$ cat config.mk
export PLATFORM = sky130hd
export DESIGN_NAME = imuwg_window
export DESIGN_NICKNAME = d
export VERILOG_FILES = /design/src/rtl/imuwg_pkg.sv /design/src/rtl/imuwg_window.sv
export SDC_FILE = /design/constraint.sdc
export NUM_CORES = 1
export LEC_CHECK = 0
export BUFFER_PORTS_ARGS = -buffer_cell sky130_fd_sc_hd__buf_4
export CORE_UTILIZATION = 30
export DETAILED_ROUTE_END_ITERATION = 7
export PLACE_DENSITY_LB_ADDON = 0.25
export SYNTH_ARGS = -nofsm -noshare
export SYNTH_HDL_FRONTEND = slang
export SYNTH_SLANG_ARGS = --single-unit
$ cat constraint.sdc
create_clock -name clk -period 11.5 [get_ports clk]
set_input_delay 2.3 -clock clk [delete_from_list [all_inputs] [get_ports clk]]
set_output_delay 2.3 -clock clk [all_outputs]
set_load 0.01 [all_outputs]
$ cat src/rtl/imuwg_pkg.sv
`default_nettype none

package imuwg_pkg;

  // window geometry
  localparam int WIN    = 8;
  localparam int SLOT_W = (WIN > 1) ? $clog2(WIN) : 1;
  localparam int CNT_W  = $clog2(WIN + 1);
  localparam int SUM_W  = 16 + $clog2(WIN) + 1;
  localparam int THR_W  = 16 + CNT_W;
  localparam int PROD_W = 2 * SUM_W;
  localparam int SQ_W   = PROD_W + 2;
  localparam int DIVC_W = $clog2(SUM_W + 1);
  localparam int CMP_W  = (SUM_W > THR_W) ? SUM_W : THR_W;

  // sample layout
  localparam int SAMPLE_W = 96;

  // fixed time constants in ms
  localparam logic [31:0] COOLDOWN_MS      = 32'd350;
  localparam logic [31:0] MOTION_WIN_MS    = 32'd1500;
  localparam logic [31:0] AWAKE_TIMEOUT_MS = 32'd3000;
  localparam logic [31:0] ROLL_PAIR_MS     = 32'd1200;
  localparam logic [31:0] PULSE_MIN_MS     = 32'd80;
  localparam logic [31:0] PULSE_MAX_MS     = 32'd450;

  localparam int CFG_IDX_W  = 3;
  localparam int CFG_DATA_W = 16;

  typedef enum logic [CFG_IDX_W-1:0] {
    REG_STILL_GYRO_LIMIT,
    REG_PULSE_MIN_RATE,
    REG_PULSE_MAX_RATE,
    REG_PULSE_END_RATE,
    REG_WAKE_STILL_MS,
    REG_SESSION_TIMEOUT_MS,
    REG_CONFIRM_HOLD_MS,
    REG_SEND_HOLD_MS
  } reg_idx_t;

  typedef enum logic [3:0] {
    EV_NONE       = 4'd0,
    EV_CANCEL     = 4'd1,
    EV_WAKE       = 4'd2,
    EV_ARMED      = 4'd3,
    EV_ENERGY     = 4'd4,
    EV_STYLE      = 4'd5,
    EV_PREV       = 4'd6,
    EV_NEXT       = 4'd7,
    EV_CONFIRMING = 4'd8,
    EV_SEND       = 4'd9
  } event_t;

  typedef logic signed [SUM_W-1:0] sum_t;

  typedef struct packed {
    logic [14:0] still_lim;
    logic [14:0] pmin;
    logic [14:0] pmax;
    logic [14:0] pend;
    logic [15:0] wake;
    logic [15:0] tout;
    logic [15:0] confirm;
    logic [15:0] send;
  } cfg_t;

  typedef struct packed {
    logic [THR_W-1:0] still_lim;
    logic [THR_W-1:0] pmin;
    logic [THR_W-1:0] pmax;
    logic [THR_W-1:0] pend;
  } thr_t;

  typedef struct packed {
    logic wr;
    logic rd;
    logic acc_clr;
    logic acc_en;
  } win_ctl_t;

  typedef struct packed {
    logic mul_en;
    logic acc_load;
    logic acc_add;
    logic div_init;
    logic div_step;
  } alu_ctl_t;

  // magnitude of a window sum
  function automatic logic [SUM_W-1:0] mag_of(input sum_t x);
    logic [SUM_W-1:0] u;
    u = x;
    mag_of = u[SUM_W-1] ? (~u + 1'b1) : u;
  endfunction

endpackage

`default_nettype wire

$ cat src/rtl/imuwg_window.sv
`default_nettype none

module imuwg_window import imuwg_pkg::*; (
  input  logic                clk,
  input  logic                rst,
  input  win_ctl_t            ctl,
  input  logic [SAMPLE_W-1:0] wr_data,
  input  logic [SLOT_W-1:0]   rd_addr,
  output logic [CNT_W-1:0]    fill,
  output sum_t                sums [6]
);

  logic [SAMPLE_W-1:0] mem [WIN];
  logic [SAMPLE_W-1:0] rd_q;
  logic [SLOT_W-1:0]   slot;

  // history store, one write and one registered read per cycle
  always_ff @(posedge clk) begin
    if (ctl.wr) begin
      mem[slot] <= wr_data;
    end
    if (ctl.rd) begin
      rd_q <= mem[rd_addr];
    end
  end

  // write pointer and fill count
  always_ff @(posedge clk) begin
    if (rst) begin
      slot <= '0;
      fill <= '0;
    end else if (ctl.wr) begin
      slot <= (32'(slot) == WIN - 1) ? '0 : slot + 1'b1;
      if (32'(fill) < WIN) begin
        fill <= fill + 1'b1;
      end
    end
  end

  // running sums, one history entry per beat of the read port
  always_ff @(posedge clk) begin
    for (int a = 0; a < 6; a++) begin
      if (ctl.acc_clr) begin
        sums[a] <= '0;
      end else if (ctl.acc_en) begin
        sums[a] <= sums[a] + SUM_W'(signed'(rd_q[a*16 +: 16]));
      end
    end
  end

endmodule

`default_nettype wire

==> summary.txt <==
Power and ir drop
  – LEAKAGE: roughly 17 nW
  – Pwr/cell area: 183 nW/um^2
  – Switching pwr: 0.00234 W
  – Reg power frac: 47.2%
  – Net Sw Frac: 26.0%
  – Clk pwr share: 37.7%
  – Combinational share of power: 15.0%
  – Power Internal: 0.00664 W
  – Maximum vdd drop: 127 uV

Routing
  – Top layer in use: met5
  – DRT iter0 DRCs: 1768
  – WL met3: 7430 um
  – Post-DR wirelength/cell: 24.1 um
  – Final antenna-violating net count: 0
  – Vias per std cell: 5.04
  – WL met2: around 50000 um
  – Drt drc: 0
  – DRT Pass-1 Iters: 5
  – Via count of the routed design: 23249
  – Post-Route WL: 111000 um
  – Met1 wire length: 50500 um

Synth
  – Net Count, Synth: 2699
  – Ys flop type: edfxtp_1
  – Synth Instances: 2471
  – YS warnings: 0
  – Biggest area consumer among synthesized cells: edfxtp_1
  – Synth area leaders: edfxtp_1, mux4_2, dfxtp_1
  – FF+latch count, synth: 991
  – Number of distinct library cells after synthesis: 71
  – Async S/R FF share, synth: 0%
  – Post-synthesis sequential area ratio: around two thirds
  – Top cell type's share of synthesized area: 62.2%
  – EDFF count, synth: between 800 and 900
  – Syn Std Cell Area: 41700 um^2
  – Syn Area/Cell: about 17 um^2

Die
  – Die width: between 300 and 400 um
  – Ports: 229
  – Die Area: around 140000 um^2
  – Row count: 136
  – Die height: 375 um
  – Core ar.: 138000 um^2
  – Initial Util: 30.3%

Setup path
  – Crit-path max FO: 73
  – CP endpoint kind: flop
  – Worst endpoint required time: between 10 and 15 ns
  – Crit start category: input port
  – Worst reg-to-reg path cell count: 4
  – Crit path arrival time: ~5.4 ns
  – Critical path class: in -> reg

Timing
  – Final TNS setup: 0 ns
  – Setup slack after layout: 6.54 ns
  – Final setup viols: 0
  – Hold Fails Final Rpt: 0
  – RSZ-0062 raised after global routing: false
  – FMAX: 202 MHz
  – Tmin final: 4.96 ns
  – Worst Skew: about 0.025 ns
  – Final max-slew violation count: 0
  – Max-Slew Margin vs Limit: 29.9%
  – Slew @ Worst Pin: 1.05 ns
  – Final period util: 43.1%

Global route
  – Vias in the first global route: 23878
  – GRT Overall Usage: around 16%
  – Largest net degree at the start of global routing: 97
  – Initial antenna violation count: 32
  – GRT Residual Overflow: 0
  – First-pass GRT wire length: 162000 um

Clocking
  – Hold Buf Count CTS: 0
  – Post-CTS setup buffer count: 0
  – CTS tree: done
  – # H-tree levels: 3
  – Clk root buf: clkbuf_16
  – CTS Sinks: 991
  – Clock Pin Slew Worst Setup and Hold Paths: 0.06 ns
  – Post-cts sizing count: 0
  – Cts bufs inserted: 105
  – Clock Tree Buf Depth: 3
  – Clk_lat worst skew: 0.70 ns

Placed design
  – PortBufs: 228
  – Dpl hpwl: 70000 um
  – GPL Wtd Cong: between 0.8 and 0.9
  – DP Worst Slack: between 5 and 6 ns
  – Inst Count DP: roughly 4400

Cells and area
  – Nets: 2955
  – Post-route insts no fill: 4616
  – Share of layout cells above drive strength 1: 25.7%
  – Area delta synth->final: 17.5%

Min path
  – Worst min path class: reg -> reg
  – Hold Path Cell Cnt: 2

Flow run
  – Max_cap viols: 0

Status
  – Outcome: complete, no violations
layout make-up:
type	instances	area, um^2
fillers	12841	88600
flip-flops and latches	991	28500
multi-input cells	1351	12800
clock buffers	141	2870
well taps	1794	2240
repair buffers	256	1960
clock inverters	54	583
inverters	22	82.6
diodes	7	17.5
cells in the mapped netlist, types with 31 or more instances:
cell      number
a21oi_1      104
mux2_2        97
nand2_1      120
mux2i_1       52
o21ai_1       56
a211oi_1      33
o21ai_0       56
mux4_2       192
nor2_1       139
a21o_1        37
edfxtp_1     864
xnor2_1       55
xor2_1        31
dfxtp_1      127
ha_1         117
clkbuf_1      71
critical path, stage by stage:
cell	delay [ns]
buf_8	0.59
buf_4	0.68
buf_4	0.75
mux4_2	0.59
mux2_2	0.27
worst paths after layout:
path	startpoint	endpoint	slack, ns
worst max-delay path	rd_addr[0]	rd_q[55]	6.54
worst min-delay path	sums[93]	sums[93]	0.47
worst max register to register	slot[0]	mem[3][89]	8.24
worst min register to register	sums[93]	sums[93]	0.47
logic make-up (layout without fill, tap and decap cells):
group	count (synthesis)	in the layout	share of synthesized area [%]
compound gates	407	407	6.17
flops	991	991	68.3
buf+inv	129	473	1.22
fa+ha+maj	123	123	3.80
xor+xnor	86	86	1.81
other cells	0	7	0
mux	342	342	14.3
simple gates	393	393	4.45
metrics by stage:
step | instance area [um^2] | util (%) | hold WS [ns] | power, W
floorplan | 41700 | - | 0.485 | 0.00514
global placement | 45600 | 33.1 | 0.464 | 0.00565
detailed placement | 45600 | 33.1 | 0.471 | 0.00567
CTS | 49000 | 35.6 | 0.479 | 0.00908
global route | 49000 | 35.6 | 0.493 | 0.00935
finish | 49000 | 35.6 | 0.475 | 0.00898
power groups by stage:
stage	registers (W)	logic (W)	clock network, W
finish	0.00424	0.00135	0.00339
global route	0.00426	0.00148	0.00361
CTS	0.00425	0.00136	0.00348
detailed placement	0.00432	0.00135	0
global placement	0.00431	0.00133	0
floorplan	0.00429	0.000852	0
placed cells by master, fill, tap and decap left out, types with 7 or more instances in the layout:
cell,n
clkinv_4,8
nor2_4,7
ha_1,117
edfxtp_1,864
a21o_1,37
clkbuf_1,29
mux4_2,192
o211ai_1,9
bufinv_16,9
a31oi_1,14
nor2_1,132
xor2_1,31
inv_1,22
mux2_2,97
a21oi_1,104
buf_4,251
nor3b_1,10
nand2_1,120
clkbuf_16,108
o21a_1,16
diode_2,7
nand4_1,26
dfxtp_1,127
mux2i_1,52
nand2b_1,9
o21bai_1,21
nand3_1,23
nor3_1,7
a211o_1,7
clkinv_1,9
xnor2_1,55
clkinv_2,16
o21ai_0,56
o21ai_1,56
a211oi_1,33
registers in the layout (all words and copies together), names as in the netlist:
name,cells
slot,3
fill,4
rd_q,96
mem,768
sums,120
metal layers:
layer,vias to the layer above,track usage [%]
met5,-,0
met1,11989,21.6
met3,171,4.13
li1,10437,-
met2,620,24.8
met4,32,3.62
Power figures use the tool's default switching activity.
