File: config.mk
export PLATFORM = sky130hd
export DESIGN_NAME = imuwg_alu
export DESIGN_NICKNAME = d
export VERILOG_FILES = /design/src/rtl/imuwg_pkg.sv /design/src/rtl/imuwg_alu.sv
export SDC_FILE = /design/constraint.sdc
export NUM_CORES = 1
export LEC_CHECK = 0
export ABC_AREA = 1
export ABC_CLOCK_PERIOD_IN_PS = 14550
export CORE_ASPECT_RATIO = 2
export CORE_MARGIN = 4
export CORE_UTILIZATION = 40
export CTS_CLUSTER_DIAMETER = 40
export DETAILED_ROUTE_END_ITERATION = 10
export DONT_BUFFER_PORTS = 1
export GPL_TIMING_DRIVEN = 1
export PLACE_DENSITY = 0.62
export SETUP_SLACK_MARGIN = 0.4
export SLEW_MARGIN = 5
export SYNTH_ARGS = -nofsm -noshare
export SYNTH_HDL_FRONTEND = slang
export SYNTH_SLANG_ARGS = --single-unit
File: constraint.sdc
create_clock -name clk -period 14.55 [get_ports clk]
set_input_delay 4.365 -clock clk [delete_from_list [all_inputs] [get_ports clk]]
set_output_delay 4.365 -clock clk [all_outputs]
set_load 0.005 [all_outputs]
File: src/rtl/imuwg_pkg.sv
`default_nettype none

package imuwg_pkg;

  // window geometry
  localparam int WIN    = 8;
  localparam int SLOT_W = (WIN > 1) ? $clog2(WIN) : 1;
  localparam int CNT_W  = $clog2(WIN + 1);
  localparam int SUM_W  = 16 + $clog2(WIN) + 1;
  localparam int THR_W  = 16 + CNT_W;
  localparam int PROD_W = 2 * SUM_W;
  localparam int SQ_W   = PROD_W + 2;
  localparam int DIVC_W = $clog2(SUM_W + 1);
  localparam int CMP_W  = (SUM_W > THR_W) ? SUM_W : THR_W;

  // sample layout
  localparam int SAMPLE_W = 96;

  // fixed time constants in ms
  localparam logic [31:0] COOLDOWN_MS      = 32'd350;
  localparam logic [31:0] MOTION_WIN_MS    = 32'd1500;
  localparam logic [31:0] AWAKE_TIMEOUT_MS = 32'd3000;
  localparam logic [31:0] ROLL_PAIR_MS     = 32'd1200;
  localparam logic [31:0] PULSE_MIN_MS     = 32'd80;
  localparam logic [31:0] PULSE_MAX_MS     = 32'd450;

  localparam int CFG_IDX_W  = 3;
  localparam int CFG_DATA_W = 16;

  typedef enum logic [CFG_IDX_W-1:0] {
    REG_STILL_GYRO_LIMIT,
    REG_PULSE_MIN_RATE,
    REG_PULSE_MAX_RATE,
    REG_PULSE_END_RATE,
    REG_WAKE_STILL_MS,
    REG_SESSION_TIMEOUT_MS,
    REG_CONFIRM_HOLD_MS,
    REG_SEND_HOLD_MS
  } reg_idx_t;

  typedef enum logic [3:0] {
    EV_NONE       = 4'd0,
    EV_CANCEL     = 4'd1,
    EV_WAKE       = 4'd2,
    EV_ARMED      = 4'd3,
    EV_ENERGY     = 4'd4,
    EV_STYLE      = 4'd5,
    EV_PREV       = 4'd6,
    EV_NEXT       = 4'd7,
    EV_CONFIRMING = 4'd8,
    EV_SEND       = 4'd9
  } event_t;

  typedef logic signed [SUM_W-1:0] sum_t;

  typedef struct packed {
    logic [14:0] still_lim;
    logic [14:0] pmin;
    logic [14:0] pmax;
    logic [14:0] pend;
    logic [15:0] wake;
    logic [15:0] tout;
    logic [15:0] confirm;
    logic [15:0] send;
  } cfg_t;

  typedef struct packed {
    logic [THR_W-1:0] still_lim;
    logic [THR_W-1:0] pmin;
    logic [THR_W-1:0] pmax;
    logic [THR_W-1:0] pend;
  } thr_t;

  typedef struct packed {
    logic wr;
    logic rd;
    logic acc_clr;
    logic acc_en;
  } win_ctl_t;

  typedef struct packed {
    logic mul_en;
    logic acc_load;
    logic acc_add;
    logic div_init;
    logic div_step;
  } alu_ctl_t;

  // magnitude of a window sum
  function automatic logic [SUM_W-1:0] mag_of(input sum_t x);
    logic [SUM_W-1:0] u;
    u = x;
    mag_of = u[SUM_W-1] ? (~u + 1'b1) : u;
  endfunction

endpackage

`default_nettype wire

File: src/rtl/imuwg_alu.sv
`default_nettype none

module imuwg_alu import imuwg_pkg::*; (
  input  logic              clk,
  input  alu_ctl_t          ctl,
  input  logic [SUM_W-1:0]  op_a,
  input  logic [SUM_W-1:0]  op_b,
  input  logic [SUM_W-1:0]  dividend,
  input  logic [CNT_W-1:0]  divisor,
  output logic [PROD_W-1:0] prod,
  output logic [SQ_W-1:0]   sq_acc,
  output logic [SUM_W-1:0]  quot
);

  logic [CNT_W-1:0] rem;
  logic [CNT_W:0]   shifted;
  logic             qbit;
  logic [CNT_W:0]   diff;

  // one restoring division step
  always_comb begin
    shifted = {rem, quot[SUM_W-1]};
    diff    = shifted - {1'b0, divisor};
    qbit    = (shifted >= {1'b0, divisor});
  end

  // shared multiplier, square accumulator and divider
  always_ff @(posedge clk) begin
    if (ctl.mul_en) begin
      prod <= PROD_W'(op_a) * PROD_W'(op_b);
    end
    if (ctl.acc_load) begin
      sq_acc <= SQ_W'(prod);
    end else if (ctl.acc_add) begin
      sq_acc <= sq_acc + SQ_W'(prod);
    end
    if (ctl.div_init) begin
      rem  <= '0;
      quot <= dividend;
    end else if (ctl.div_step) begin
      rem  <= qbit ? diff[CNT_W-1:0] : shifted[CNT_W-1:0];
      quot <= {quot[SUM_W-2:0], qbit};
    end
  end

endmodule

`default_nettype wire

==> results of run 1 <==
==> per-layer routing <==
| metal | part of all wire (%) | wire length, um | vias up |
|---|---|---|---|
| li1 | - | - | 8303 |
| met1 | 33 | 21000 | 8263 |
| met2 | 55 | 35470 | 515 |
| met3 | 5.0 | 3216 | 181 |
| met4 | 6.8 | 4367 | 0 |
| met5 | 0 | 0 | - |
==> critical path: stages <==
cell	delay [ns]
nand2_1	0.05
inv_1	0.05
fa_1	0.52
inv_1	0.06
fa_1	0.46
fa_1	0.54
inv_1	0.06
fa_1	0.55
fa_1	0.43
fa_1	0.50
inv_1	0.05
fa_1	0.47
inv_1	0.04
ha_1	0.33
nand2_1	0.15
nor2_1	0.28
nand2_1	0.08
inv_1	0.09
nand4_1	0.24
nand3_2	0.25
nand3_1	0.11
nand3_1	0.09
nand2_1	0.06
==> sequential cells by signal, indices dropped and copies added (netlist names) <==
register / cells
prod: 40
quot: 20
sq_acc: 42
rem: 4
==> cells in the final DEF, fill, tap and decap left out, types with 2 or more instances in the layout <==
master,netlist,layout
nand2_1,929,929
inv_1,743,743
fa_1,322,322
ha_1,194,194
nor2_1,129,129
edfxtp_1,100,100
a21oi_1,86,86
nand3_1,74,74
o21ai_0,42,42
xor2_1,26,26
nand2_2,18,18
xnor2_1,16,16
nor3_1,14,14
nand3_2,11,11
clkbuf_16,0,9
nand4_1,8,8
or2_2,8,8
o21bai_1,7,7
a21o_1,6,6
dfxtp_1,6,6
o21a_1,5,5
nand3b_1,5,5
o21ai_1,4,4
or2_1,4,4
nor2_4,4,4
a31oi_1,3,3
and2_1,3,3
o211ai_1,3,3
inv_2,3,3
a21oi_2,2,2
nor2_2,2,2
o21ai_2,2,2
nand3b_4,2,2
and3_1,2,2
buf_4,0,2
==> metrics by stage <==
| step | hold slack, ns | cell area [um2] | std cells | setup slack, ns | utilization [%] |
|---|---|---|---|---|---|
| after global routing | 0.5295 | 22180 | 3476 | 4.638 | 41.96 |
| after CTS | 0.5082 | 22180 | 3476 | 4.906 | 41.96 |
| after floorplan | 0.4565 | 21410 | 2887 | 4.819 | - |
| after global placement | 0.4716 | 21910 | 3461 | 4.506 | 41.45 |
| after detailed placement | 0.4946 | 21910 | 3461 | 4.501 | 41.45 |
| final | 0.5095 | 22180 | 3476 | 4.852 | 41.96 |
==> final timing paths <==
check                                    startpoint  cells past startpoint              endpoint  slack, ns
worst max-delay path                       op_a[11]                     23    prod[37]$_DFFE_PP_       4.85
worst min-delay path            rem[3]$_SDFFE_PP0P_                      2   rem[3]$_SDFFE_PP0P_       0.51
worst max register to register    prod[0]$_DFFE_PP_                     15  sq_acc[32]$_DFFE_PP_      11.99
worst min register to register  rem[3]$_SDFFE_PP0P_                      2   rem[3]$_SDFFE_PP0P_       0.51
==> cells by family (layout without fill, tap and decap cells) <==
group / Yosys count / count (layout) / share of synthesized area, %
AO/OA/AOI/OAI: 164 / 164 / 4.242
flip-flops: 106 / 106 / 14.59
adder cells (fa/ha/maj): 516 / 516 / 41.44
XOR/XNOR: 42 / 42 / 1.718
buffers and inverters: 839 / 763 / 14.71
AND/OR/NAND/NOR: 1220 / 1220 / 23.30
==> final cells by class <==
cell class | count | area [um2] | share of cell area [%]
Clock buffer | 10 | 229.0 | 1.032
Timing Repair Buffer | 2 | 15.01 | 0.06770
Inverter | 746 | 2800 | 12.63
Sequential cell | 106 | 3123 | 14.08
Clock inverter | 5 | 40.04 | 0.1805
Multi-Input combinational cell | 1942 | 15140 | 68.26
Tap cell | 665 | 832.0 | 3.752
==> run metrics, run 1 <==
Final TNS setup 0 ns; largest area contributor in the synthesized netlist fa_1; grt met2 use 44.55%; grt peak-use layer met2; count leader, synth nand2_1; Layout Nets 3393; post-CTS setup buffers 0; drt initial violations 797; Synth cell types 46; RSZ-0062 raised after global routing false; Worst EP required 14.69 ns; Post-synth EDFFs 100; synthesized flop and latch total 106; hold_buf cts 0; routability congestion estimate 0.9778; routing usage on met3 2.674%; Post-Syn Area 0.02141 mm2; vias in the first global route 18716; Port Buffer Count 0; crit path launch type input pin; io pins 172; drt wl/cell 18.43 um; total core area 0.05286 mm2; critical path data arrival time 9.84 ns; largest net degree at the start of global routing 56; Slew @ Worst Pin 1.096 ns; share of post-route cells with drive strength above 1 2.597%; H-tree depth 3; CTS tree yes; GRT Residual Overflow 0; Synthesis Warnings 0; GRT Util Overall 22.72%; die area 0.05752 mm2; Max Freq 103.1 MHz; worst hold path class register to register; syn nets 3473; post_cts resized 0; dpl hpwl 54460 um; clk_skew 0.01065 ns; endpoint class of the critical path register; first-pass GRT wire length 100400 um; vias 17262; Slew HR 26.95%; post-synth top area share 30.11%; clock buffer depth 2; Mapped Cells 2887; CTS sink count 106; die outline height 335.2 um; diode count 0; Crit Path Category input pin to register; status completed; final setup violation count 0; met1 GRT Util 22.04%; ys async rst share 0%; TritonCTS Buffers 9; worst-path maximum fanout 20; initial antenna violation count 0; Root Driver clkbuf_16; post-DR vias/cell 4.966; prevailing post-synth register cell edfxtp_1; Clock transition at path regs 0.08 ns; remaining antenna violation count 0; Fill cells 5500; Starting Density 40.51%; final hold violation count 0; Tcrit/Tclk final 66.65%; total wire length 64050 um; Die W 171.6 um; most frequent cells after synthesis nand2_1 (929), inv_1 (743), fa_1 (322); Layout area overhead 3.576%; Tmin final 9.698 ns; Syn Area/Cell 7.417 um2; DRC errors left 0; register area share after synthesis 14.59%; Clock Latency Late Sink 0.37 ns; Max Transition Viols Final 0; max-cap viol count 0; top cells by area, synth fa_1 (30%), nand2_1 (16%), edfxtp_1 (14%); Pre-antenna DRT Iters 5; row cnt 119
Power of run 1 is not shown: default switching activity piles up to over one toggle a cycle in this logic, so the estimate is an artifact.
==> run 2: changes to the inputs <==
--- a/config.mk
+++ b/config.mk
@@ -5,8 +5,8 @@
 export SDC_FILE = /design/constraint.sdc
 export NUM_CORES = 1
 export LEC_CHECK = 0
-export ABC_AREA = 1
-export ABC_CLOCK_PERIOD_IN_PS = 14550
+export ABC_AREA = 0
+export ABC_CLOCK_PERIOD_IN_PS = 8400
 export CORE_ASPECT_RATIO = 2
 export CORE_MARGIN = 4
 export CORE_UTILIZATION = 40
@@ -14,7 +14,7 @@
 export DETAILED_ROUTE_END_ITERATION = 10
 export DONT_BUFFER_PORTS = 1
 export GPL_TIMING_DRIVEN = 1
-export PLACE_DENSITY = 0.62
+export PLACE_DENSITY = 0.64
 export SETUP_SLACK_MARGIN = 0.4
 export SLEW_MARGIN = 5
 export SYNTH_ARGS = -nofsm -noshare
==> constraint.sdc (replaced) <==
create_clock -name clk -period 8.4 [get_ports clk]
set_input_delay 2.52 -clock clk [delete_from_list [all_inputs] [get_ports clk]]
set_output_delay 2.52 -clock clk [all_outputs]
set_load 0.005 [all_outputs]
==> run metrics, run 2 <==
Port Buffer Count 0; grt peak-use layer met2; Starting Density 40.51%; worst hold path class register to register; Synth cell types 58; CTS tree yes; largest area contributor in the synthesized netlist fa_1; Hold Slack 0.4893 ns; Placed Instances 2685; DRC errors left 0; most frequent cells after synthesis inv_1 (386), fa_1 (322), nand2_1 (270); final setup violation count 0; RSZ-0062 raised after global routing true; Post-Synth Simple-Gate Area 15.27%; count leader, synth inv_1; Tcrit/Tclk final 96.86%; Max Transition Viols Final 0; Pre-antenna DRT Iters 5; Tmin final 8.136 ns; GRT Residual Overflow 0; synthesized flop and latch total 106; Synth Area in XOR/XNOR 3.299%; grt met2 use 37.59%; mux cell area share after synthesis 1.516%; final instance area 0.02095 mm2; Synth Area in Adders 45.17%; drt wl/cell 18.83 um; register area share after synthesis 15.90%; vias 14125; remaining antenna violation count 0; clk_skew 0.01265 ns; vias in the first global route 15686; Layout Nets 2650; Syn Area/Cell 9.263 um2; Crit Path Category input pin to register; endpoint class of the critical path register; Post-synth EDFFs 100; max FFs per register 42; total core area 0.04850 mm2; Root Driver clkbuf_16; Slew HR 27.78%; share of post-route cells with drive strength above 1 7.057%; most common cell after layout, fill and taps aside inv_1; TritonCTS Buffers 9; Clock Latency Late Sink 0.36 ns; Worst EP required 8.51 ns; H-tree depth 3; max-cap viol count 0; ys async rst share 0%; clock buffer depth 2; largest family of logic cells by synthesized area adder cells; crit path launch type input pin; critical path data arrival time 8.24 ns; syn nets 2707; Layout area overhead 6.630%; GRT Util Overall 19.82%; commonest cells after routing, fill and taps aside inv_1 (386), fa_1 (317), nand2_1 (269), and2_1 (206), ha_1 (188); fin cells 2707; die area 0.05294 mm2; worst-path maximum fanout 20; drt initial violations 590; met1 GRT Util 21.16%; prevailing post-synth register cell edfxtp_1; post-DR vias/cell 5.218; Slew @ Worst Pin 1.083 ns; row cnt 114; io pins 172; dpl hpwl 42030 um; reg2reg setup slack 4.58 ns; Clock transition at path regs 0.07 ns; first-pass GRT wire length 82570 um; Fill cells 4723; diode count 0; routing usage on met3 2.718%; post-synth top area share 32.81%; Compound-Gate Fraction of Synth Area 9.311%; top cells by area, synth fa_1 (33%), edfxtp_1 (15%), ha_1 (12%); final core utilization 43.20%; Max Freq 122.9 MHz; registers with the most flip-flops sq_acc (42), prod (40), quot (20); final hold violation count 0; Synthesis Warnings 0; Die W 164.7 um; initial antenna violation count 0; largest net degree at the start of global routing 82; CTS sink count 106; Post-Syn Area 0.01965 mm2; Mapped Cells 2121; die outline height 321.4 um; Biggest register sq_acc; routability congestion estimate 0.8885; status completed; area post-placement 0.02042 mm2; total wire length 50980 um
run 2: cell types whose count changed in the layout (fill, tap and decap cells not counted), moves of 12 or more:
cell | previous run | this run
o21ai_0 | 42 | 66
mux2_2 | 0 | 22
xnor2_1 | 16 | 51
a21oi_1 | 86 | 74
nand2_2 | 18 | 1
and2_1 | 3 | 206
nand2_1 | 929 | 269
a21o_1 | 6 | 42
buf_4 | 2 | 44
nand3_1 | 74 | 19
nor2_1 | 129 | 38
inv_1 | 743 | 386
run 2: repair_timing:
item | in CTS | in global routing
gates resized for setup | 12 | 25
cloned | 0 | 0
endpoints found under the setup margin | 9 | 18
buffers inserted | 3 | 3
pin swaps | 14 | 21
hold buffers | 0 | 0
run 2: area by class of cell:
cell class	count	area [um2]	area share, %
clock buffers	10	229.0	1.093
clock inverters	6	41.29	0.1971
inverters	386	1449	6.916
multi-input cells	1516	14970	71.45
flip-flops and latches	106	3123	14.91
well taps	638	798.3	3.811
repair buffers	45	341.6	1.631
run 2: kinds of logic after synthesis:
logic type	count (synthesis)
adder cells (fa/ha/maj)	516
multiplexers	27
AND/OR/NAND/NOR	607
AO/OA/AOI/OAI	292
XOR/XNOR	74
flip-flops	106
buffers and inverters	499
run 2: critical path: stages:
cell and delay, ns:
and2_1 0.16, fa_1 0.53, inv_1 0.06, fa_1 0.46
fa_1 0.55, inv_1 0.05, fa_1 0.55, fa_2 0.45
fa_1 0.49, inv_1 0.05, fa_1 0.47, inv_1 0.06
ha_4 0.24, a21oi_4 0.15, o22ai_1 0.09, o21a_1 0.21
a21oi_2 0.16, o2111ai_4 0.15, and2_4 0.22, a41oi_4 0.25
nand2b_4 0.18, nor2b_4 0.14, xnor2_1 0.07
run 2: path summary, 6_finish.rpt:
| kind | start | to | depth (start not counted) |
|---|---|---|---|
| worst max-delay path | op_a[10] | prod[33]$_DFFE_PP_ | 23 |
| worst min-delay path | rem[3]$_SDFFE_PP0P_ | rem[3]$_SDFFE_PP0P_ | 2 |
| worst max register to register | prod[8]$_DFFE_PP_ | sq_acc[38]$_DFFE_PP_ | 11 |
| worst min register to register | rem[3]$_SDFFE_PP0P_ | rem[3]$_SDFFE_PP0P_ | 2 |
run 2: per-layer routing:
metal  wire, um  part of all wire, %
met1      18220                   36
met2      27810                   55
met3       2469                  4.8
met5          0                    0
met4       2489                  4.9
run 2: per-stage QoR:
stage          worst slack [ns]  TNS (ns)
2_1_floorplan          0.002800         0
3_3_place_gp            -0.2092   -0.8193
3_5_place_dp            -0.2768    -1.314
4_1_cts                  0.2513         0
5_1_grt                 0.08703         0
6_report                 0.2641         0
Power of run 2 is left out for the same reason.
