### config.mk
export PLATFORM = sky130hd
export DESIGN_NAME = imuwg_session
export DESIGN_NICKNAME = d
export VERILOG_FILES = /design/src/rtl/imuwg_pkg.sv /design/src/rtl/imuwg_session.sv
export SDC_FILE = /design/constraint.sdc
export NUM_CORES = 2
export LEC_CHECK = 0
export ABC_AREA = 1
export BUFFER_PORTS_ARGS = -buffer_cell sky130_fd_sc_hd__clkbuf_2
export CORE_ASPECT_RATIO = 2
export CORE_MARGIN = 4
export CORE_UTILIZATION = 45
export DETAILED_ROUTE_END_ITERATION = 6
export PLACE_DENSITY = 0.67
export SYNTH_ARGS = -nofsm -noshare
export SYNTH_HDL_FRONTEND = slang
export SYNTH_SLANG_ARGS = --single-unit
### constraint.sdc
create_clock -name clk -period 9.8 [get_ports clk]
set_input_delay 0 -clock clk [delete_from_list [all_inputs] [get_ports clk]]
set_output_delay 0 -clock clk [all_outputs]
set_load 0.01 [all_outputs]
### src/rtl/imuwg_pkg.sv
`default_nettype none

package imuwg_pkg;

  // window geometry
  localparam int WIN    = 8;
  localparam int SLOT_W = (WIN > 1) ? $clog2(WIN) : 1;
  localparam int CNT_W  = $clog2(WIN + 1);
  localparam int SUM_W  = 16 + $clog2(WIN) + 1;
  localparam int THR_W  = 16 + CNT_W;
  localparam int PROD_W = 2 * SUM_W;
  localparam int SQ_W   = PROD_W + 2;
  localparam int DIVC_W = $clog2(SUM_W + 1);
  localparam int CMP_W  = (SUM_W > THR_W) ? SUM_W : THR_W;

  // sample layout
  localparam int SAMPLE_W = 96;

  // fixed time constants in ms
  localparam logic [31:0] COOLDOWN_MS      = 32'd350;
  localparam logic [31:0] MOTION_WIN_MS    = 32'd1500;
  localparam logic [31:0] AWAKE_TIMEOUT_MS = 32'd3000;
  localparam logic [31:0] ROLL_PAIR_MS     = 32'd1200;
  localparam logic [31:0] PULSE_MIN_MS     = 32'd80;
  localparam logic [31:0] PULSE_MAX_MS     = 32'd450;

  localparam int CFG_IDX_W  = 3;
  localparam int CFG_DATA_W = 16;

  typedef enum logic [CFG_IDX_W-1:0] {
    REG_STILL_GYRO_LIMIT,
    REG_PULSE_MIN_RATE,
    REG_PULSE_MAX_RATE,
    REG_PULSE_END_RATE,
    REG_WAKE_STILL_MS,
    REG_SESSION_TIMEOUT_MS,
    REG_CONFIRM_HOLD_MS,
    REG_SEND_HOLD_MS
  } reg_idx_t;

  typedef enum logic [3:0] {
    EV_NONE       = 4'd0,
    EV_CANCEL     = 4'd1,
    EV_WAKE       = 4'd2,
    EV_ARMED      = 4'd3,
    EV_ENERGY     = 4'd4,
    EV_STYLE      = 4'd5,
    EV_PREV       = 4'd6,
    EV_NEXT       = 4'd7,
    EV_CONFIRMING = 4'd8,
    EV_SEND       = 4'd9
  } event_t;

  typedef logic signed [SUM_W-1:0] sum_t;

  typedef struct packed {
    logic [14:0] still_lim;
    logic [14:0] pmin;
    logic [14:0] pmax;
    logic [14:0] pend;
    logic [15:0] wake;
    logic [15:0] tout;
    logic [15:0] confirm;
    logic [15:0] send;
  } cfg_t;

  typedef struct packed {
    logic [THR_W-1:0] still_lim;
    logic [THR_W-1:0] pmin;
    logic [THR_W-1:0] pmax;
    logic [THR_W-1:0] pend;
  } thr_t;

  typedef struct packed {
    logic wr;
    logic rd;
    logic acc_clr;
    logic acc_en;
  } win_ctl_t;

  typedef struct packed {
    logic mul_en;
    logic acc_load;
    logic acc_add;
    logic div_init;
    logic div_step;
  } alu_ctl_t;

  // magnitude of a window sum
  function automatic logic [SUM_W-1:0] mag_of(input sum_t x);
    logic [SUM_W-1:0] u;
    u = x;
    mag_of = u[SUM_W-1] ? (~u + 1'b1) : u;
  endfunction

endpackage

`default_nettype wire

### src/rtl/imuwg_session.sv
`default_nettype none

module imuwg_session import imuwg_pkg::*; (
  input  logic             clk,
  input  logic             rst,
  input  cfg_t             cfg,
  input  thr_t             thr,
  input  logic [CNT_W-1:0] fill,
  input  sum_t             sums [6],
  input  logic [SQ_W-1:0]  sq_acc,
  input  logic [SUM_W-1:0] quot,
  input  logic [31:0]      now,
  input  logic             blocked,
  input  logic             eval_en,
  input  logic             dec_en,
  output event_t           ev,
  output logic             div_sel_roll
);

  typedef enum logic [2:0] {
    SS_IDLE, SS_AWAKE, SS_ARMED, SS_ENERGY, SS_STYLE, SS_COOLDOWN
  } ss_t;

  typedef enum logic [1:0] {AX_NONE, AX_ROLL, AX_VERT} ax_t;

  localparam int PW  = SUM_W + 9;
  localparam int BW  = SQ_W + 7;
  localparam int NNW = 2 * CNT_W;

  // session and pulse state
  ss_t         st, st_next;
  logic [31:0] cool, cool_next;
  logic [31:0] ssp, ssp_next;
  logic [31:0] mm, mm_next;
  logic [31:0] arm, arm_next;
  logic        fr_set, fr_set_next;
  logic        fr_neg, fr_neg_next;
  logic [31:0] frt, frt_next;
  logic        conf, conf_next;
  logic        pon, pon_next;
  logic        pbad, pbad_next;
  ax_t         psel, psel_next;
  logic        pneg, pneg_next;
  logic [31:0] pstart, pstart_next;
  logic [15:0] ppeak, ppeak_next;

  // registered test results
  logic still_f, start_ok, ax0_roll, neg0, bad_now, end_now;

  // eval terms
  logic [SUM_W-1:0] mr, mv, mo, m0, sec0, m1, sec1;
  logic [SUM_W:0]   base0, base1;
  logic [NNW-1:0]   nn;
  logic [BW-1:0]    s100, lo_lim, hi_lim;
  logic             still_c, start_c, bad_c;

  // decision terms
  logic             t_valid, t_on, t_bad, t_neg;
  ax_t              t_sel;
  logic [SUM_W-1:0] peak_upd;
  logic             bad_upd;
  logic [31:0]      dur, now1, s1;
  logic [31:0]      held;
  ss_t              ss;
  logic             do_end;

  // magnitudes and threshold tests
  always_comb begin
    mr    = mag_of(sums[3]);
    mv    = mag_of(sums[4]);
    mo    = mag_of(sums[5]);
    nn    = NNW'(fill) * NNW'(fill);
    s100  = BW'(sq_acc) * BW'(100);
    lo_lim = (BW'(nn) * BW'(81)) << 24;
    hi_lim = (BW'(nn) * BW'(121)) << 24;
    still_c = (CMP_W'(mr) < CMP_W'(thr.still_lim)) &&
              (CMP_W'(mv) < CMP_W'(thr.still_lim)) &&
              (CMP_W'(mo) < CMP_W'(thr.still_lim)) &&
              (s100 >= lo_lim) && (s100 <= hi_lim);
    if (mr >= mv) begin
      m0   = mr;
      sec0 = (mv > mo) ? mv : mo;
    end else begin
      m0   = mv;
      sec0 = (mr > mo) ? mr : mo;
    end
    base0 = (SUM_W+1)'(sec0) + ((SUM_W+1)'(fill) << 4);
    start_c = (CMP_W'(m0) >= CMP_W'(thr.pmin)) && (CMP_W'(m0) <= CMP_W'(thr.pmax)) &&
              (PW'(m0) * PW'(100) >= PW'(base0) * PW'(135));
    m1    = (psel == AX_ROLL) ? mr : mv;
    sec1  = (psel == AX_ROLL) ? mv : mr;
    base1 = (SUM_W+1)'(sec1) + ((SUM_W+1)'(fill) << 4);
    bad_c = (CMP_W'(m1) > CMP_W'(thr.pmax)) ||
            (PW'(m1) * PW'(100) < PW'(base1) * PW'(110));
    div_sel_roll = pon ? (psel == AX_ROLL) : (mr >= mv);
  end

  // pulse tracker outcome for this sample
  always_comb begin
    peak_upd = (quot > SUM_W'(ppeak)) ? quot : SUM_W'(ppeak);
    bad_upd  = pbad | bad_now;
    dur      = now - pstart;
    t_valid  = 1'b0;
    t_on     = pon;
    t_bad    = pbad;
    t_sel    = psel;
    t_neg    = pneg;
    if (!pon) begin
      if (start_ok) begin
        t_on  = 1'b1;
        t_bad = 1'b0;
        t_sel = ax0_roll ? AX_ROLL : AX_VERT;
        t_neg = neg0;
      end
    end else if (!end_now) begin
      t_bad = bad_upd;
    end else begin
      t_valid = !bad_upd && (dur >= PULSE_MIN_MS) && (dur <= PULSE_MAX_MS) &&
                (peak_upd >= SUM_W'(cfg.pmin)) && (peak_upd <= SUM_W'(cfg.pmax));
      t_on  = 1'b0;
      t_bad = 1'b0;
    end
  end

  // session decision
  always_comb begin
    st_next     = st;
    cool_next   = cool;
    ssp_next    = ssp;
    mm_next     = mm;
    arm_next    = arm;
    fr_set_next = fr_set;
    fr_neg_next = fr_neg;
    frt_next    = frt;
    conf_next   = conf;
    pon_next    = pon;
    pbad_next   = pbad;
    psel_next   = psel;
    pneg_next   = pneg;
    pstart_next = pstart;
    ppeak_next  = ppeak;
    ev          = EV_NONE;
    do_end      = 1'b0;
    now1        = now + 32'd1;
    s1          = (ssp == '0) ? now1 : ssp;
    held        = now - mm;
    ss          = st;
    if (st == SS_COOLDOWN && now >= cool) begin
      ss      = SS_IDLE;
      st_next = SS_IDLE;
    end
    if (st == SS_COOLDOWN && now < cool) begin
      ev = EV_NONE;
    end else if (ss != SS_IDLE && blocked) begin
      do_end = 1'b1;
      ev     = EV_CANCEL;
    end else if (ss == SS_IDLE && blocked) begin
      ssp_next = '0;
    end else if (ss == SS_IDLE) begin
      // wake on stillness shortly after motion
      if (!still_f) begin
        ssp_next = '0;
        mm_next  = now1;
      end else if (mm == '0 || (now1 - mm) > MOTION_WIN_MS) begin
        ssp_next = '0;
      end else begin
        ssp_next = s1;
        if ((now1 - s1) >= 32'(cfg.wake)) begin
          st_next  = SS_AWAKE;
          arm_next = now;
          ssp_next = '0;
          ev       = EV_WAKE;
        end
      end
    end else if ((ss inside {SS_ARMED, SS_ENERGY, SS_STYLE}) &&
                 (now - arm) > 32'(cfg.tout)) begin
      do_end = 1'b1;
      ev     = EV_CANCEL;
    end else begin
      // tracker state commits here
      pon_next  = t_on;
      pbad_next = t_bad;
      psel_next = t_sel;
      pneg_next = t_neg;
      if (!pon && start_ok) begin
        pstart_next = now;
        ppeak_next  = quot[15:0];
      end else if (pon) begin
        ppeak_next = peak_upd[15:0];
      end
      case (ss)
        SS_AWAKE: begin
          if ((now - arm) > AWAKE_TIMEOUT_MS) begin
            do_end = 1'b1;
            ev     = EV_CANCEL;
          end else if (!t_valid) begin
            if (fr_set && (now - frt) > ROLL_PAIR_MS) begin
              fr_set_next = 1'b0;
            end
          end else if (t_sel != AX_ROLL) begin
            do_end = 1'b1;
            ev     = EV_CANCEL;
          end else if (!fr_set || (now - frt) > ROLL_PAIR_MS || fr_neg == t_neg) begin
            fr_set_next = 1'b1;
            fr_neg_next = t_neg;
            frt_next    = now;
          end else begin
            st_next     = SS_ARMED;
            arm_next    = now;
            mm_next     = now;
            fr_set_next = 1'b0;
            ev          = EV_ARMED;
          end
        end
        SS_ARMED: begin
          if (t_valid) begin
            if (t_sel != AX_VERT) begin
              do_end = 1'b1;
              ev     = EV_CANCEL;
            end else begin
              st_next   = t_neg ? SS_ENERGY : SS_STYLE;
              mm_next   = now;
              conf_next = 1'b0;
              ev        = t_neg ? EV_ENERGY : EV_STYLE;
            end
          end
        end
        default: begin
          // energy and style modes
          if (t_valid) begin
            if (t_sel != AX_ROLL) begin
              do_end = 1'b1;
              ev     = EV_CANCEL;
            end else begin
              mm_next   = now;
              conf_next = 1'b0;
              ev        = t_neg ? EV_PREV : EV_NEXT;
            end
          end else if (still_f && !t_on) begin
            if (!conf && held >= 32'(cfg.confirm)) begin
              conf_next = 1'b1;
              ev        = EV_CONFIRMING;
            end else if (held >= 32'(cfg.send)) begin
              do_end = 1'b1;
              ev     = EV_SEND;
            end
          end
        end
      endcase
    end
    // session end into cooldown
    if (do_end) begin
      st_next     = SS_COOLDOWN;
      cool_next   = now + COOLDOWN_MS;
      ssp_next    = '0;
      fr_set_next = 1'b0;
      conf_next   = 1'b0;
      pon_next    = 1'b0;
      pbad_next   = 1'b0;
    end
  end

  // state and registered test flags
  always_ff @(posedge clk) begin
    if (rst) begin
      st     <= SS_IDLE;
      cool   <= '0;
      ssp    <= '0;
      mm     <= '0;
      arm    <= '0;
      fr_set <= 1'b0;
      fr_neg <= 1'b0;
      frt    <= '0;
      conf   <= 1'b0;
      pon    <= 1'b0;
      pbad   <= 1'b0;
      psel   <= AX_NONE;
      pneg   <= 1'b0;
      pstart <= '0;
      ppeak  <= '0;
    end else if (dec_en) begin
      st     <= st_next;
      cool   <= cool_next;
      ssp    <= ssp_next;
      mm     <= mm_next;
      arm    <= arm_next;
      fr_set <= fr_set_next;
      fr_neg <= fr_neg_next;
      frt    <= frt_next;
      conf   <= conf_next;
      pon    <= pon_next;
      pbad   <= pbad_next;
      psel   <= psel_next;
      pneg   <= pneg_next;
      pstart <= pstart_next;
      ppeak  <= ppeak_next;
    end
    if (eval_en) begin
      still_f  <= still_c;
      start_ok <= start_c;
      ax0_roll <= (mr >= mv);
      neg0     <= (mr >= mv) ? sums[3][SUM_W-1] : sums[4][SUM_W-1];
      bad_now  <= bad_c;
      end_now  <= CMP_W'(m1) < CMP_W'(thr.pend);
    end
  end

endmodule

`default_nettype wire

==> out/qor.txt <==
number of global-route vias before repair - 57100
post-synthesis register bit count - 225
Routed WL - 195000 µm
Peak Freq - 111 MHz
Worst setup EP type - flop
Synth Area per Inst - 6.49 µm²
Routed Antenna Nets - 0
CP Class - input port to flop
Die W - 251 µm
CP most frequent cell - nand2_1
final hold slack - -0.00140 ns
Tcrit/Tclk final - 0.919
fraction of layout cells with a size suffix above 1 - 0.0822
final-report setup violation count - 0
Residual DRC - 1
TritonCTS Buffers - 22
setup TNS - 0 ns
Clock Skew - 0.0200 ns
failing checks - DRC, hold timing
area share of the largest cell type after synthesis - 0.246
Multi-input gate area - 0.0419 mm²
I/O Pins - 432
Main synth FF type - dfxtp_1
# fillers - 12100
Die Area - 0.124 mm²
Final Max Slew Viols - 0
mapped cell area - 0.0530 mm²
initial drt markers - 2796
Sink Count - 225
Slew Limit Headroom - 0.0699
synth warn - 0
grt total ovfl - 0
IO buf count - 341
clock root buffer - clkbuf_16
Clock Latency Late Sink - 0.57 ns
GRT Overall Usage - 0.303
sequential fraction of the synthesis area - 0.0861
HPWL Detailed - 166000 µm
ys async rst share - 0
Data arrival, critical path - 9.32 ns
leakage - 0.0307 µW
largest area contributor in the netlist - ha_1
initial antenna violation count - 8
1st-pass router iterations - 7
storage element area - 0.00456 mm²
CP peak stage delay - 0.61 ns
CP max FO - 8
Initial Utilization - 0.454
core area - 0.117 mm²
Max-Cap Viols - 0
clk buf depth - 3
ranking of synthesized cells by area - ha_1, inv_1, nand2_1
Rows - 177
slew of the pin with the lowest slew margin - 1.39 ns
cell at the slowest stage of the critical path - or4_1
vias per std cell - 5.50
Final Instance Area - 0.0581 mm²
number of enable flip-flop cells after synthesis - 6
post-synthesis cell type count - 81
min Tclk post-route - 9.01 ns
power density cells - 288 mW/mm²
data required time of the worst path - 10.11 ns
vias after detailed routing - 55600
Die Y - 494 µm
Hold Fails Final Rpt - 1
Placed Area - 0.0570 mm²
status - finished with violations
synthesized instance count - 8169
largest net degree at the start of global routing - 147
layout net count - 10200
CTS tree - yes
synthesis-to-finish area growth - 9.61%
critical path launch point type - input port
first-pass GRT wire length - 296000 µm
Clk pin slew, worst setup/hold paths - 0.07 ns
WL per Instance - 19.2 µm
Hold Crit Class - input port to flop
Placer Congestion - 1.07
unrepaired setup endpoints after global routing - no
H-tree depth - 1
peak supply drop - 0.670 mV
==> synthesized netlist by cell type, types with 6 or more instances <==
cell	n
inv_2	16
xnor2_1	96
nand3_1	298
or2_2	12
a211oi_1	21
buf_2	45
o21ai_1	54
a2111oi_0	9
buf_6	7
buf_12	6
a21boi_0	13
o211ai_1	54
nand4_1	138
o31ai_1	12
and3_1	8
nand3b_1	25
inv_1	1558
buf_1	6
fa_1	177
a221oi_1	6
o21ai_2	7
nor3_1	123
nand3_2	8
clkbuf_1	70
nand2_2	46
o21bai_1	49
ha_1	1042
dfxtp_1	219
xor2_1	250
nor2_4	6
nor4_1	54
nor2_1	718
o21ai_0	490
a21o_1	47
o21a_1	23
a31oi_1	31
nor2_2	34
and2_1	12
nand2_1	1511
edfxtp_1	6
a21oi_1	768
o221ai_1	9
==> metrics by stage <==
stage | std cells | worst slack (ns) | total power, µW | util | hold WS (ns)
finish | 10100 | 0.790 | 16700 | 0.498 | -0.00140
global route | 10100 | 0.00406 | 18900 | 0.498 | 0.0445
CTS | 10100 | 0.642 | 16800 | 0.498 | 0.000478
detailed placement | 10000 | 0.0985 | 15700 | 0.488 | 0.301
global placement | 10000 | 0.183 | 15300 | 0.488 | 0.294
floorplan | 8178 | 1.28 | 11600 | - | 0.0691
==> worst max-delay path, delay by kind of cell <==
kind / cells / cell delay (ns)
xor gates and xnor gates: 3 / 0.85
AOI/OAI and AO/OA: 11 / 1.80
buffers and inverters: 10 / 1.17
adders and majority gates: 8 / 2.80
and+or+nand+nor: 20 / 2.66
==> layer usage <==
metal / part of all wire / track usage
met1: 0.31 / 0.252
met5: 0.00017 / 0
met2: 0.53 / 0.599
met3: 0.041 / 0.0372
met4: 0.12 / 0.283
==> sequential cells by signal, indices dropped and copies added, names as in the netlist, 3 cells and up <==
signal	cells
arm	32
cool	32
frt	32
mm	32
pstart	32
ssp	32
ppeak	16
st	3
==> path summary, 6_finish.rpt <==
path,from,to,slack [ns],cells past startpoint
max,sums[41],start_ok,0.79,52
min,now[6],arm[6],-0.001,4
max reg2reg,psel[1],bad_now,1.37,34
min reg2reg,frt[0],frt[0],0.45,2
==> layout make-up <==
cell class                      instances  share of cell area
Clock buffer                           27              0.0103
Inverter                             1579               0.102
Sequential cell                       225              0.0785
Clock inverter                         12             0.00286
Multi-Input combinational cell       6232               0.720
Tap cell                             1521              0.0327
Timing Repair Buffer                  516              0.0533
Antenna cell                            5            0.000215
==> where the power goes <==
group | total (µW) | switching, µW | internal (µW) | leakage, µW
Sequential | 1020 | 34.7 | 987 | 0.00184
Clock | 979 | 436 | 543 | 0.000378
Combinational | 14700 | 8600 | 6120 | 0.0285
==> logic make-up (layout without fill, tap and decap cells) <==
family	count (synthesis)	in the layout	synth area share
AND/OR/NAND/NOR	3027	3027	0.246
buffers and inverters	1721	2134	0.127
flip-flops	225	225	0.0861
XOR/XNOR	352	352	0.0590
adder cells (fa/ha/maj)	1219	1219	0.313
AO/OA/AOI/OAI	1623	1623	0.169
other	2	16	0.000142
==> cell usage in the layout (no fill, tap or decap), types with 8 or more instances in the layout <==
master,Yosys,final
and2_1,12,12
nor2_1,718,716
a21o_1,47,47
a21oi_1,768,768
xnor2_1,96,96
o31ai_1,12,12
clkbuf_2,1,341
nor4_1,54,54
xor2_2,5,8
o21ai_2,7,9
nand3b_1,25,25
dlygate4sd3_1,0,32
and3_1,8,8
o21bai_1,49,49
o21ai_0,490,470
ha_1,1042,1042
o21a_1,23,23
dfxtp_1,219,219
inv_1,1558,1558
nand3_1,298,296
nand4_1,138,138
nor2_2,34,36
a21boi_0,13,13
o211ai_1,54,54
nor3_1,123,123
a31oi_1,31,31
o221ai_1,9,9
clkbuf_16,0,23
inv_2,16,16
o21ai_1,54,72
nand3_2,8,10
a211oi_1,21,21
xor2_1,250,247
nand2_1,1511,1510
nand2_2,46,47
or2_2,12,12
conb_1,2,11
fa_1,177,177
buf_4,4,143
==> timing repair <==
action	in CTS	in global routing
gates resized for setup	0	3
endpoints found under the hold margin	43	0
setup buffers	0	1
hold buffers	32	0
endpoints found under the setup margin	0	1
No activity file was read; power rests on OpenSTA's default activity.
